==> src/design/unique_entry_queue_defines.svh <==
// Assertion macros used by the queue design file.
`ifndef UNIQUE_ENTRY_QUEUE_DEFINES_SVH
`define UNIQUE_ENTRY_QUEUE_DEFINES_SVH

// Same-cycle implication, checked on every rising edge outside reset.
`define UEQ_ASSERT_IMPL(label, ante, cons) \
    label: assert property (@(posedge clk) disable iff (!rst_n) (ante) |-> (cons)) \
        else $error("unique_entry_queue: same-cycle check failed");

// Next-cycle implication, checked on every rising edge outside reset.
`define UEQ_ASSERT_NEXT(label, ante, cons) \
    label: assert property (@(posedge clk) disable iff (!rst_n) (ante) |=> (cons)) \
        else $error("unique_entry_queue: next-cycle check failed");

`endif

==> src/design/uniq_pkg.sv <==
`timescale 1ns / 1ps

package uniq_pkg;

    typedef enum logic [1:0] {
        OP_INSERT = 2'd0,
        OP_REMOVE = 2'd1,
        OP_ADD    = 2'd2
    } op_t;

    typedef enum logic [2:0] {
        ST_INSERTED  = 3'd0,
        ST_DUPLICATE = 3'd1,
        ST_FULL      = 3'd2,
        ST_REMOVED   = 3'd3,
        ST_EMPTY     = 3'd4,
        ST_ADDED     = 3'd5
    } status_t;

    typedef struct packed {
        logic [1:0]         operation;
        logic signed [31:0] value;
    } in_t;

    typedef struct packed {
        logic [2:0]         status;
        logic signed [31:0] removed_value;
        logic [4:0]         entry_count;
    } out_t;

    // Per-cell command for one cycle.
    typedef struct packed {
        logic load;
        logic shift;
        logic add;
    } cell_cmd_t;

endpackage

==> src/design/unique_entry_queue.sv <==
`timescale 1ns / 1ps

// Deduplicating first-in first-out queue of signed words.
//
// A command is transferred at a rising edge where start is high and busy is
// low. Its payload is request: an operation (insert, remove oldest, or add
// each entry's older neighbor into it) and the value to insert. Every command
// finishes without a stall, so busy stays low and a new command may follow on
// every edge: throughput is one command per cycle.
//
// The result transfer appears in the cycle after the command: done is high for
// exactly one cycle while result carries the status, the removed value (zero
// unless an entry was removed) and the entry count after the command. The
// receiver cannot stall, so it must take result whenever done is high.
//
// Storage is a row of identical cells, one per entry, oldest in cell zero.
// Each cell compares its word with the insert key, loads the key, takes its
// newer neighbor's word on a remove, or adds its older neighbor's word on a
// neighbor-add, all in the same cycle. The clock period is set by the
// key compare plus the OR over all cells' match bits.
// Reset empties the queue and drops done; cell contents are not cleared and
// are only read below the entry count.

`include "unique_entry_queue_defines.svh"

module unique_entry_queue #(
    parameter int DEPTH      = 16,
    parameter int DATA_WIDTH = 32
) (
    input  logic           clk,
    input  logic           rst_n,
    input  logic           start,
    output logic           busy,
    input  uniq_pkg::in_t  request,
    output logic           done,
    output uniq_pkg::out_t result
);
    import uniq_pkg::*;

    localparam int CNT_W = $clog2(DEPTH + 1);

    logic [CNT_W-1:0]      count_reg;
    logic [CNT_W-1:0]      count_next;
    logic                  done_reg;
    out_t                  result_reg;
    out_t                  result_next;

    logic [DATA_WIDTH-1:0] cell_data [DEPTH];
    logic [DEPTH-1:0]      match;
    logic [DEPTH-1:0]      occupied;
    cell_cmd_t             cmd [DEPTH];

    logic [DATA_WIDTH+31:0] key_ext;
    logic [DATA_WIDTH-1:0]  key;
    logic [DATA_WIDTH+31:0] removed_ext;
    logic [CNT_W+4:0]       count_ext;

    logic is_insert;
    logic is_remove;
    logic is_add;
    logic duplicate;
    logic full;
    logic insert_ok;
    logic remove_ok;

    // Every command completes in the cycle it is accepted.
    assign busy = 1'b0;

    // The 32-bit request value is sign-extended, then kept in the cell width.
    assign key_ext = {{DATA_WIDTH{request.value[31]}}, request.value};
    assign key     = key_ext[DATA_WIDTH-1:0];

    always_comb
    begin
        is_insert = 1'b0;
        is_remove = 1'b0;
        is_add    = 1'b0;
        unique case (request.operation)
            OP_INSERT: is_insert = 1'b1;
            OP_REMOVE: is_remove = 1'b1;
            default:   is_add    = 1'b1;  // The unused code acts as a neighbor-add.
        endcase
    end

    assign duplicate = |match;
    assign full      = (count_reg == CNT_W'(DEPTH));
    assign insert_ok = start && is_insert && !duplicate && !full;
    assign remove_ok = start && is_remove && (count_reg != '0);

    genvar gi;
    generate
        for (gi = 0; gi < DEPTH; gi++)
        begin : g_cell
            logic [DATA_WIDTH-1:0] older;
            logic [DATA_WIDTH-1:0] newer;

            assign occupied[gi]  = (count_reg > CNT_W'(gi));
            assign cmd[gi].load  = insert_ok && (count_reg == CNT_W'(gi));
            assign cmd[gi].shift = remove_ok;
            assign cmd[gi].add   = start && is_add;

            // The oldest cell adds zero; the newest cell keeps its word on a remove.
            if (gi == 0)
            begin : g_first
                assign older = '0;
            end
            else
            begin : g_mid_old
                assign older = cell_data[gi-1];
            end

            if (gi == DEPTH - 1)
            begin : g_last
                assign newer = cell_data[gi];
            end
            else
            begin : g_mid_new
                assign newer = cell_data[gi+1];
            end

            uniq_cell #(
                .DATA_WIDTH (DATA_WIDTH)
            ) u_cell (
                .clk        (clk),
                .cmd        (cmd[gi]),
                .occupied   (occupied[gi]),
                .key        (key),
                .older_data (older),
                .newer_data (newer),
                .data       (cell_data[gi]),
                .match      (match[gi])
            );
        end
    endgenerate

    always_comb
    begin
        count_next = count_reg;
        if (insert_ok)
        begin
            count_next = count_reg + 1'b1;
        end
        else if (remove_ok)
        begin
            count_next = count_reg - 1'b1;
        end
    end

    assign removed_ext = {32'b0, cell_data[0]};
    assign count_ext   = {5'b0, count_next};

    always_comb
    begin
        result_next.removed_value = '0;
        result_next.entry_count   = count_ext[4:0];
        if (is_insert)
        begin
            priority if (duplicate)
            begin
                result_next.status = ST_DUPLICATE;
            end
            else if (full)
            begin
                result_next.status = ST_FULL;
            end
            else
            begin
                result_next.status = ST_INSERTED;
            end
        end
        else if (is_remove)
        begin
            if (count_reg == '0)
            begin
                result_next.status = ST_EMPTY;
            end
            else
            begin
                result_next.status        = ST_REMOVED;
                result_next.removed_value = removed_ext[31:0];
            end
        end
        else
        begin
            result_next.status = ST_ADDED;
        end
    end

    always_ff @(posedge clk or negedge rst_n)
    begin
        if (!rst_n)
        begin
            count_reg <= '0;
            done_reg  <= 1'b0;
        end
        else
        begin
            done_reg <= start;
            if (start)
            begin
                count_reg <= count_next;
            end
        end
    end

    always_ff @(posedge clk)
    begin
        if (start)
        begin
            result_reg <= result_next;
        end
    end

    assign done   = done_reg;
    assign result = result_reg;

    `UEQ_ASSERT_IMPL(a_count_bound, 1'b1, count_reg <= CNT_W'(DEPTH))
    `UEQ_ASSERT_NEXT(a_done_follows, start, done_reg)
    `UEQ_ASSERT_NEXT(a_insert_grows, insert_ok, count_reg == $past(count_reg) + 1'b1)
    `UEQ_ASSERT_IMPL(a_removed_zero, done_reg && (result_reg.status != ST_REMOVED),
                     result_reg.removed_value == '0)
    `UEQ_ASSERT_NEXT(a_remove_shrinks, remove_ok, count_reg == $past(count_reg) - 1'b1)

endmodule

==> src/design/uniq_cell.sv <==
`timescale 1ns / 1ps

module uniq_cell #(
    parameter int DATA_WIDTH = 32
) (
    input  logic                    clk,
    input  uniq_pkg::cell_cmd_t     cmd,
    input  logic                    occupied,
    input  logic [DATA_WIDTH-1:0]   key,
    input  logic [DATA_WIDTH-1:0]   older_data,
    input  logic [DATA_WIDTH-1:0]   newer_data,
    output logic [DATA_WIDTH-1:0]   data,
    output logic                    match
);
    import uniq_pkg::*;

    logic [DATA_WIDTH-1:0] data_reg;
    logic [DATA_WIDTH-1:0] data_next;

    always_comb
    begin
        priority if (cmd.load)
        begin
            data_next = key;
        end
        else if (cmd.shift)
        begin
            data_next = newer_data;
        end
        else if (cmd.add)
        begin
            data_next = data_reg + older_data;
        end
        else
        begin
            data_next = data_reg;
        end
    end

    always_ff @(posedge clk)
    begin
        data_reg <= data_next;
    end

    assign data  = data_reg;
    assign match = occupied && (data_reg == key);

endmodule

==> config.mk <==
export PLATFORM = sky130hd
export DESIGN_NAME = unique_entry_queue
export DESIGN_NICKNAME = d
export VERILOG_FILES = /design/src/design/uniq_pkg.sv /design/src/design/unique_entry_queue.sv /design/src/design/uniq_cell.sv
export VERILOG_INCLUDE_DIRS = /design/src /design/src/design
export SDC_FILE = /design/constraint.sdc
export NUM_CORES = 2
export LEC_CHECK = 0
export BUFFER_PORTS_ARGS = -buffer_cell sky130_fd_sc_hd__buf_2
export CAP_MARGIN = 10
export CORE_ASPECT_RATIO = 0.9
export CORE_MARGIN = 4
export CORE_UTILIZATION = 30
export CTS_CLUSTER_DIAMETER = 100
export DETAILED_ROUTE_END_ITERATION = 10
export SETUP_SLACK_MARGIN = 0.15
export SYNTH_ARGS = -nofsm -noshare
export SYNTH_HDL_FRONTEND = slang
export SYNTH_SLANG_ARGS = --single-unit
==> constraint.sdc <==
create_clock -name clk -period 3.65 [get_ports clk]
set_clock_uncertainty 0.05 [all_clocks]
set_input_delay 0.365 -clock clk [delete_from_list [all_inputs] [get_ports clk]]
set_output_delay 0.365 -clock clk [all_outputs]
set_load 0.005 [all_outputs]
---- Word-level counts from Yosys, hierarchy flattened ----
Cells that the tools add are included.
word-level totals
  input bits .............................. 37
  logic and storage cells ................. 209
  output and inout port bits .............. 42
  register bits ........................... 558
operators by class
  equal/unequal tests ..................... 34
  multiplexer cells ....................... 57
  reductions and logical operators ........ 63
  bitwise operators ....................... 1
  add/subtract/negate cells ............... 17
  $lt $le $gt $ge ......................... 16
operator list
  cell                                                number
  two-way mux 32 bit                                  47
  == test 32 bit                                      16
  adder 32 bit                                        15
  nonzero test 3 bit                                  14
  == test 5 x 4 -> 1 bit, second input constant       8
  > comparator 5 x 4 -> 1 bit, second input constant  8
  logical AND 1 bit                                   38
  == test 5 x 3 -> 1 bit, second input constant       4
  > comparator 5 x 3 -> 1 bit, second input constant  4
  OR reduction 16 bit                                 1
  == test 5 x 2 -> 1 bit, second input constant       2
  > comparator 5 x 1 -> 1 bit, second input constant  2
  > comparator 5 x 2 -> 1 bit, second input constant  2
  two-way mux 5 bit                                   2
  two-way mux 3 bit                                   3
  adder 5 x 1 -> 5 bit, second input constant         1
  == test 5 x 1 -> 1 bit, second input constant       1
  == test 5 bit, second input constant                1
  zero test 5 bit                                     1
  nonzero test 5 bit                                  1
  subtractor 5 x 1 -> 5 bit, second input constant    1
  two-way mux 2 bit                                   2
  nonzero test 2 bit                                  2
  two-way mux 1 bit                                   3
  other kinds (8)                                     9

---- Longest topological paths before layout ----
  word-level depth ........................ 9
  depth in mapped cells ................... 16
  mapped depth without buffers ............ 14

---- Hierarchy ----
A second synthesis with hierarchy kept.
unflattened totals
  cells, all modules ...................... 6914
  area total of the unflattened synthesis .. 60327.9 um^2
by module, submodules not included
  module                             area an instance (um^2)  times used  sequential area each (um^2)  cells each
  uniq_cell (g_cell[15].u_cell ...)  3597.2                   7           960.9                        406
  uniq_cell (g_cell[10].u_cell ...)  3611.0                   5           960.9                        427
  uniq_cell (g_cell[7].u_cell ...)   3659.8                   3           960.9                        431
  uniq_cell (g_cell[0].u_cell)       3733.6                   1           960.9                        438
  unique_entry_queue                 2379.8                   1           1351.3                       206

---- Worst setup path before layout ----
Ideal clock, no wire load.
  path type ............................... register to register
  from .................................... reg count_reg[1]
  to ...................................... reg g_cell[3].u_cell.data_reg[0], enable pin
  period minus slack after synthesis ...... 4072 ps
  cell stages (with the launch flop) ...... 16
  setup time .............................. 389 ps
  path buffers ............................ 3
  data required time ...................... 3211 ps
  path slack .............................. -422 ps
  arrival time ............................ 3633 ps
  cell sequence ........................... dfrtp_1 > ha_1 > inv_1 > nor2_1 > ha_1 > nor2_1 > nand3_1 > nor3_1 > a2111oi_0 > nand3_1 > nor4b_4 > buf_6 > nand3_2 > buf_2 > buf_2 > nand2_1
between the ends
  cells in the longest elaborated chain, start to end .. 8
  elaborated cells on any way between the ends .. 43
  those cells by class .................... order compare (16); eq/ne (2); reduce/logical (25)
ends and longest elaborated chain
  element                                                    RTL line                   source
  start, declared                                            unique_entry_queue.sv:42   logic [CNT_W-1:0] count_reg;
  start signal, assigned                                     unique_entry_queue.sv:201  count_reg <= count_next;
  > comparator 5 x 1 -> 1 bit, or another cell as far along  unique_entry_queue.sv:97   assign occupied[gi] = (count_reg > CNT_W'(gi));
  logical AND 1 bit                                          uniq_cell.sv:46            assign match = occupied && (data_reg == key);
  OR reduction 16 bit                                        unique_entry_queue.sv:85   assign duplicate = |match;
  zero test 1 bit                                            unique_entry_queue.sv:87   assign insert_ok = start && is_insert && !duplicate && !full;
  logical AND 1 bit (2 in series)                            unique_entry_queue.sv:87
  logical AND 1 bit                                          unique_entry_queue.sv:98   assign cmd[gi].load = insert_ok && (count_reg == CNT_W'(gi));
  nonzero test 3 bit (no line) (*)                           --
  end signal, assigned                                       uniq_cell.sv:42            data_reg <= data_next;
  end, declared                                              uniq_cell.sv:17            logic [DATA_WIDTH-1:0] data_reg;
Mark *: on every way between the ends. The rest lies on a longest branch, timed or not.
A chain may end at the register's enable or synchronous reset.

---- Final worst setup path ----
  from .................................... reg g_cell[1].u_cell.data_reg[1]
  to ...................................... reg g_cell[14].u_cell.data_reg[31], enable pin
between the ends
  cells in the longest elaborated chain, start to end .. 8
ends and longest elaborated chain
  element                          RTL line
  start, declared                  uniq_cell.sv:17
  start signal, assigned           uniq_cell.sv:42
  == test 32 bit                   uniq_cell.sv:46
  logical AND 1 bit                uniq_cell.sv:46
  OR reduction 16 bit              unique_entry_queue.sv:85
  zero test 1 bit                  unique_entry_queue.sv:87
  logical AND 1 bit (2 in series)  unique_entry_queue.sv:87
  logical AND 1 bit                unique_entry_queue.sv:98
  nonzero test 3 bit (no line)     --
  end signal, assigned             uniq_cell.sv:42
  end, declared                    uniq_cell.sv:17
Every way passes these cells.

==> metrics.md <==
| Metric | Value |
|---|---|
| CP Capture Type | `flip-flop` |
| Row count | `149` |
| Worst-path fanout max | `8` |
| Post-synth top area share | `0.297` |
| Synth Register Bits | `between 500 and 600` |
| Proportion of layout cells with a drive suffix above 1 | `0.283` |
| Syn avg cell area | `around 8.5 um^2` |
| Die width | `around 460 um` |
| Inserted Clock Buffers | `80` |
| Final WS setup | `-0.172 ns` |
| Number of synthesized flops with an enable pin | `between 500 and 600` |
| Initial antenna violation count | `13` |
| CP Data Arrival Time | `between 4 and 5 ns` |
| Drt wl/cell | `approximately 27 um` |
| Cells after Synth | `6528` |
| Root Buffer | `clkbuf_16` |
| CP Data Required Time | `a little over 4 ns` |
| Clk_lat worst skew | `0.73 ns` |
| Slack of the worst reg-to-reg path | `-0.17 ns` |
| Mapped cell area | `roughly 56000 um^2` |
| GR Util All Layers | `0.261` |
| Slew Viols, Final | `0` |
| Drt pass-1 iters | `6` |
| Antenna Nets Post-Route | `0` |
| Final Instance Area | `between 70000 and 80000 um^2` |
| Critical Path, Cell by Cell | `buf_6 > buf_6 > xor2_4 > nor4_4 > nand4_1 > a2111oi_4 > a311oi_2 > buf_4 > nand4_1 > buf_6 > nor2_4 > nand2_2 > buf_6 > nor4b_4 > buf_4 > buf_12 > nand2b_4 > clkbuf_16` |
| Final WL | `~270000 um` |
| IO Pins | `79` |
| RSZ-0062 raised after global routing | `true` |
| Grt met1 use | `0.352` |
| Fin crit share | `1.05` |
| Met2 GRT Util | `0.396` |
| Internal | `~48 mW` |
| Via count | `a little under 60000` |
| Max incr delay on CP | `roughly 0.40 ns` |
| Setup-failing EPs final | `between 150 and 200` |
| Register Area | `16700 um^2` |
| Pwr per Cell Area | `about 1200 nW/um^2` |
| Setup TNS | `-9.87 ns` |
| Leak | `~33 nW` |
| Clock transition at path regs | `approximately 0.06 ns` |
| CP max-delay cell | `edfxtp_1` |
| DP HPWL | `approximately 210000 um` |
| PortBufs | `slightly below 80` |
| Crit-path most repeated cell | `buf_6` |
| Vias in the first global route | `about 55000` |
| CP Class | `flip-flop to flip-flop` |
| Distinct cells, synth | `89` |
| Maximum clock frequency | `approximately 260 MHz` |
| CTS Sinks | `about 560` |
| Final GP Congestion | `1.03` |
| CTS max path bufs | `3` |
| Die area | `roughly 190000 um^2` |
| Placed Instance Area | `68300 um^2` |
| Final core utilization | `0.420` |
| Logic pwr share | `0.736` |
| Async SR Flop Fraction | `0.0108` |
| Peak supply drop | `~0.48 mV` |
| Main synth FF type | `edfxtp_1` |
| Nets | `roughly 8300` |
| Status | `finished with violations` |
| Top Usage Layer GRT | `met2` |
| Mapped Nets | `7051` |
| Initial DRC Count | `between 7000 and 8000` |
| Area contributors post-synth | `edfxtp_1 30%, ha_1 11%, xor2_1 7.5%` |
| Seq pwr share | `0.176` |
| Final hold viol count | `0` |
| Max reg flops | `around 500` |
| Fillers | `roughly 18000` |
| Switching Share | `0.476` |
| First-pass GRT wire length | `about 380000 um` |
| Pin count of the biggest net entering global routing | `60` |
| Post-synth top area cell | `edfxtp_1` |
| CTS tree | `built` |
| Worst Tran Pin Value | `1.28 ns` |
| Startpoint Class | `flip-flop` |
| Drt drc | `0` |
| Met3 Use GR | `0.0573` |
| Initial core utilization | `0.303` |
| Max_slew headroom | `0.146` |
| Max cap viols | `0` |
| Net Switching | `between 40 and 50 mW` |
| Synth Warn # | `0` |
| CORE AREA | `~180000 um^2` |
| Register area share after synthesis | `0.300` |
| Chip Height | `between 400 and 500 um` |
| HP Class | `input port to flip-flop` |
| Via density | `5.76` |
| Min Clock Period, post-route | `approximately 3.8 ns` |
| Total gr overflow | `0` |
| Failing checks | `setup timing` |
| Clock Power Share | `0.088` |
| Multi-input gate area | `~40000 um^2` |
| Area delta synth->final | `38.6%` |
| H-Tree Depth | `3` |
[final cells by class]
class	instances	area share
diodes	1	0.0000324
clock buffers	97	0.0273
clock inverters	45	0.00591
inverters	139	0.00679
multi-input cells	5473	0.519
flip-flops and latches	558	0.217
well taps	2416	0.0391
repair buffers	1534	0.185
[worst max-delay path: cells and delay by family, from the launching register on]
| kind | cells | cell delay, ns |
|---|---|---|
| AOI/OAI and AO/OA | 2 | 0.40 |
| DFF | 1 | 0.40 |
| xor gates and xnor gates | 1 | 0.23 |
| buffers and inverters | 8 | 1.32 |
| and+or+nand+nor | 7 | 1.08 |
[placed cells by master, fill, tap and decap left out, types with 38 or more instances in the layout]
cell type	netlist	layout
nor4_1	96	81
nand3_1	112	104
buf_4	37	1163
o211ai_1	42	42
xnor2_1	392	388
a211oi_1	90	55
a21o_1	238	238
edfxtp_1	552	552
ha_1	471	443
buf_12	0	138
buf_2	87	76
nand4_1	94	94
nor3_1	93	78
a21oi_2	0	47
o21ai_0	417	363
a31oi_1	170	152
clkbuf_16	0	119
nor2b_1	81	65
nand2_1	643	609
nand2b_1	79	74
mux2_2	71	44
o21a_1	87	87
nor2_1	594	539
and3_1	58	55
nor2_4	0	38
inv_1	139	128
xor2_1	479	473
a21oi_1	594	540
o21bai_1	45	44
and2_1	51	49
buf_6	1	97
[path summary, 6_finish.rpt]
path | from | cells past startpoint | to
worst max-delay path | g_cell[1].u_cell.data[1] | 18 | g_cell[14].u_cell.data[31]
worst min-delay path | request[1] | 3 | g_cell[9].u_cell.data[1]
worst max register to register | g_cell[1].u_cell.data[1] | 18 | g_cell[14].u_cell.data[31]
worst min register to register | g_cell[1].u_cell.data[28] | 2 | g_cell[0].u_cell.data[28]
max in group asynchronous | rst_n | 3 | count_reg[0]
min in group asynchronous | rst_n | 3 | count_reg[2]
[layer usage]
metal  vias up  routed length (um)
li1      26600                   -
met4         2               16600
met2      3242              116000
met5         -                   9
met3       655               30600
met1     28700              112000
[what timing repair did]
| item | in CTS | in global routing |
|---|---|---|
| setup buffers | 60 | 129 |
| setup endpoints to repair | 1035 | 1023 |
| pin swaps | 61 | 236 |
| gates resized for setup | 188 | 648 |
| hold endpoints to repair | 9 | 0 |
| hold buffers | 4 | 0 |
| cloned | 8 | 46 |
[kinds of logic (layout without fill, tap and decap cells)]
logic type / Yosys count / count (layout) / synth area share
AND/OR/NAND/NOR: 2032 / 2032 / 0.172
AO/OA/AOI/OAI: 1982 / 1982 / 0.222
XOR/XNOR: 871 / 871 / 0.137
flip-flops: 558 / 558 / 0.300
buffers and inverters: 497 / 1815 / 0.0380
adder cells (fa/ha/maj): 486 / 486 / 0.111
multiplexers: 101 / 101 / 0.0197
other: 1 / 2 / 0.0000673
[cells in the mapped netlist (all sizes together), types with 87 or more instances]
cell      n
nor3     94
xor2    479
buf     152
a21oi   594
nor2    595
nand2   644
o21ai   421
nand4    94
a211oi   90
ha      471
clkbuf  206
nand3   117
inv     139
o21a     87
a31oi   170
nor4     97
edfxtp  552
a21o    238
xnor2   392
[power groups by stage]
stage	logic [mW]	registers [mW]	clock network (mW)
6_report	68.0	16.2	8.11
5_1_grt	73.3	16.3	8.43
4_1_cts	61.9	16.2	8.20
3_5_place_dp	60.1	16.4	0
3_3_place_gp	59.5	16.4	0
2_1_floorplan	40.0	15.0	0
[metrics by stage]
step / setup WS [ns] / power, mW / hold WS (ns) / std cells
floorplan: 0.0349 / 55.0 / 0.0194 / 6528
global placement: -0.678 / 75.9 / 0.199 / 9874
detailed placement: -0.726 / 76.6 / 0.201 / 9874
CTS: 0.00659 / 86.3 / 0.00963 / 10100
global route: -0.214 / 98.0 / 0.0675 / 10300
finish: -0.172 / 92.3 / 0.0640 / 10300
Note: power is estimated with default switching activity, not from simulation.
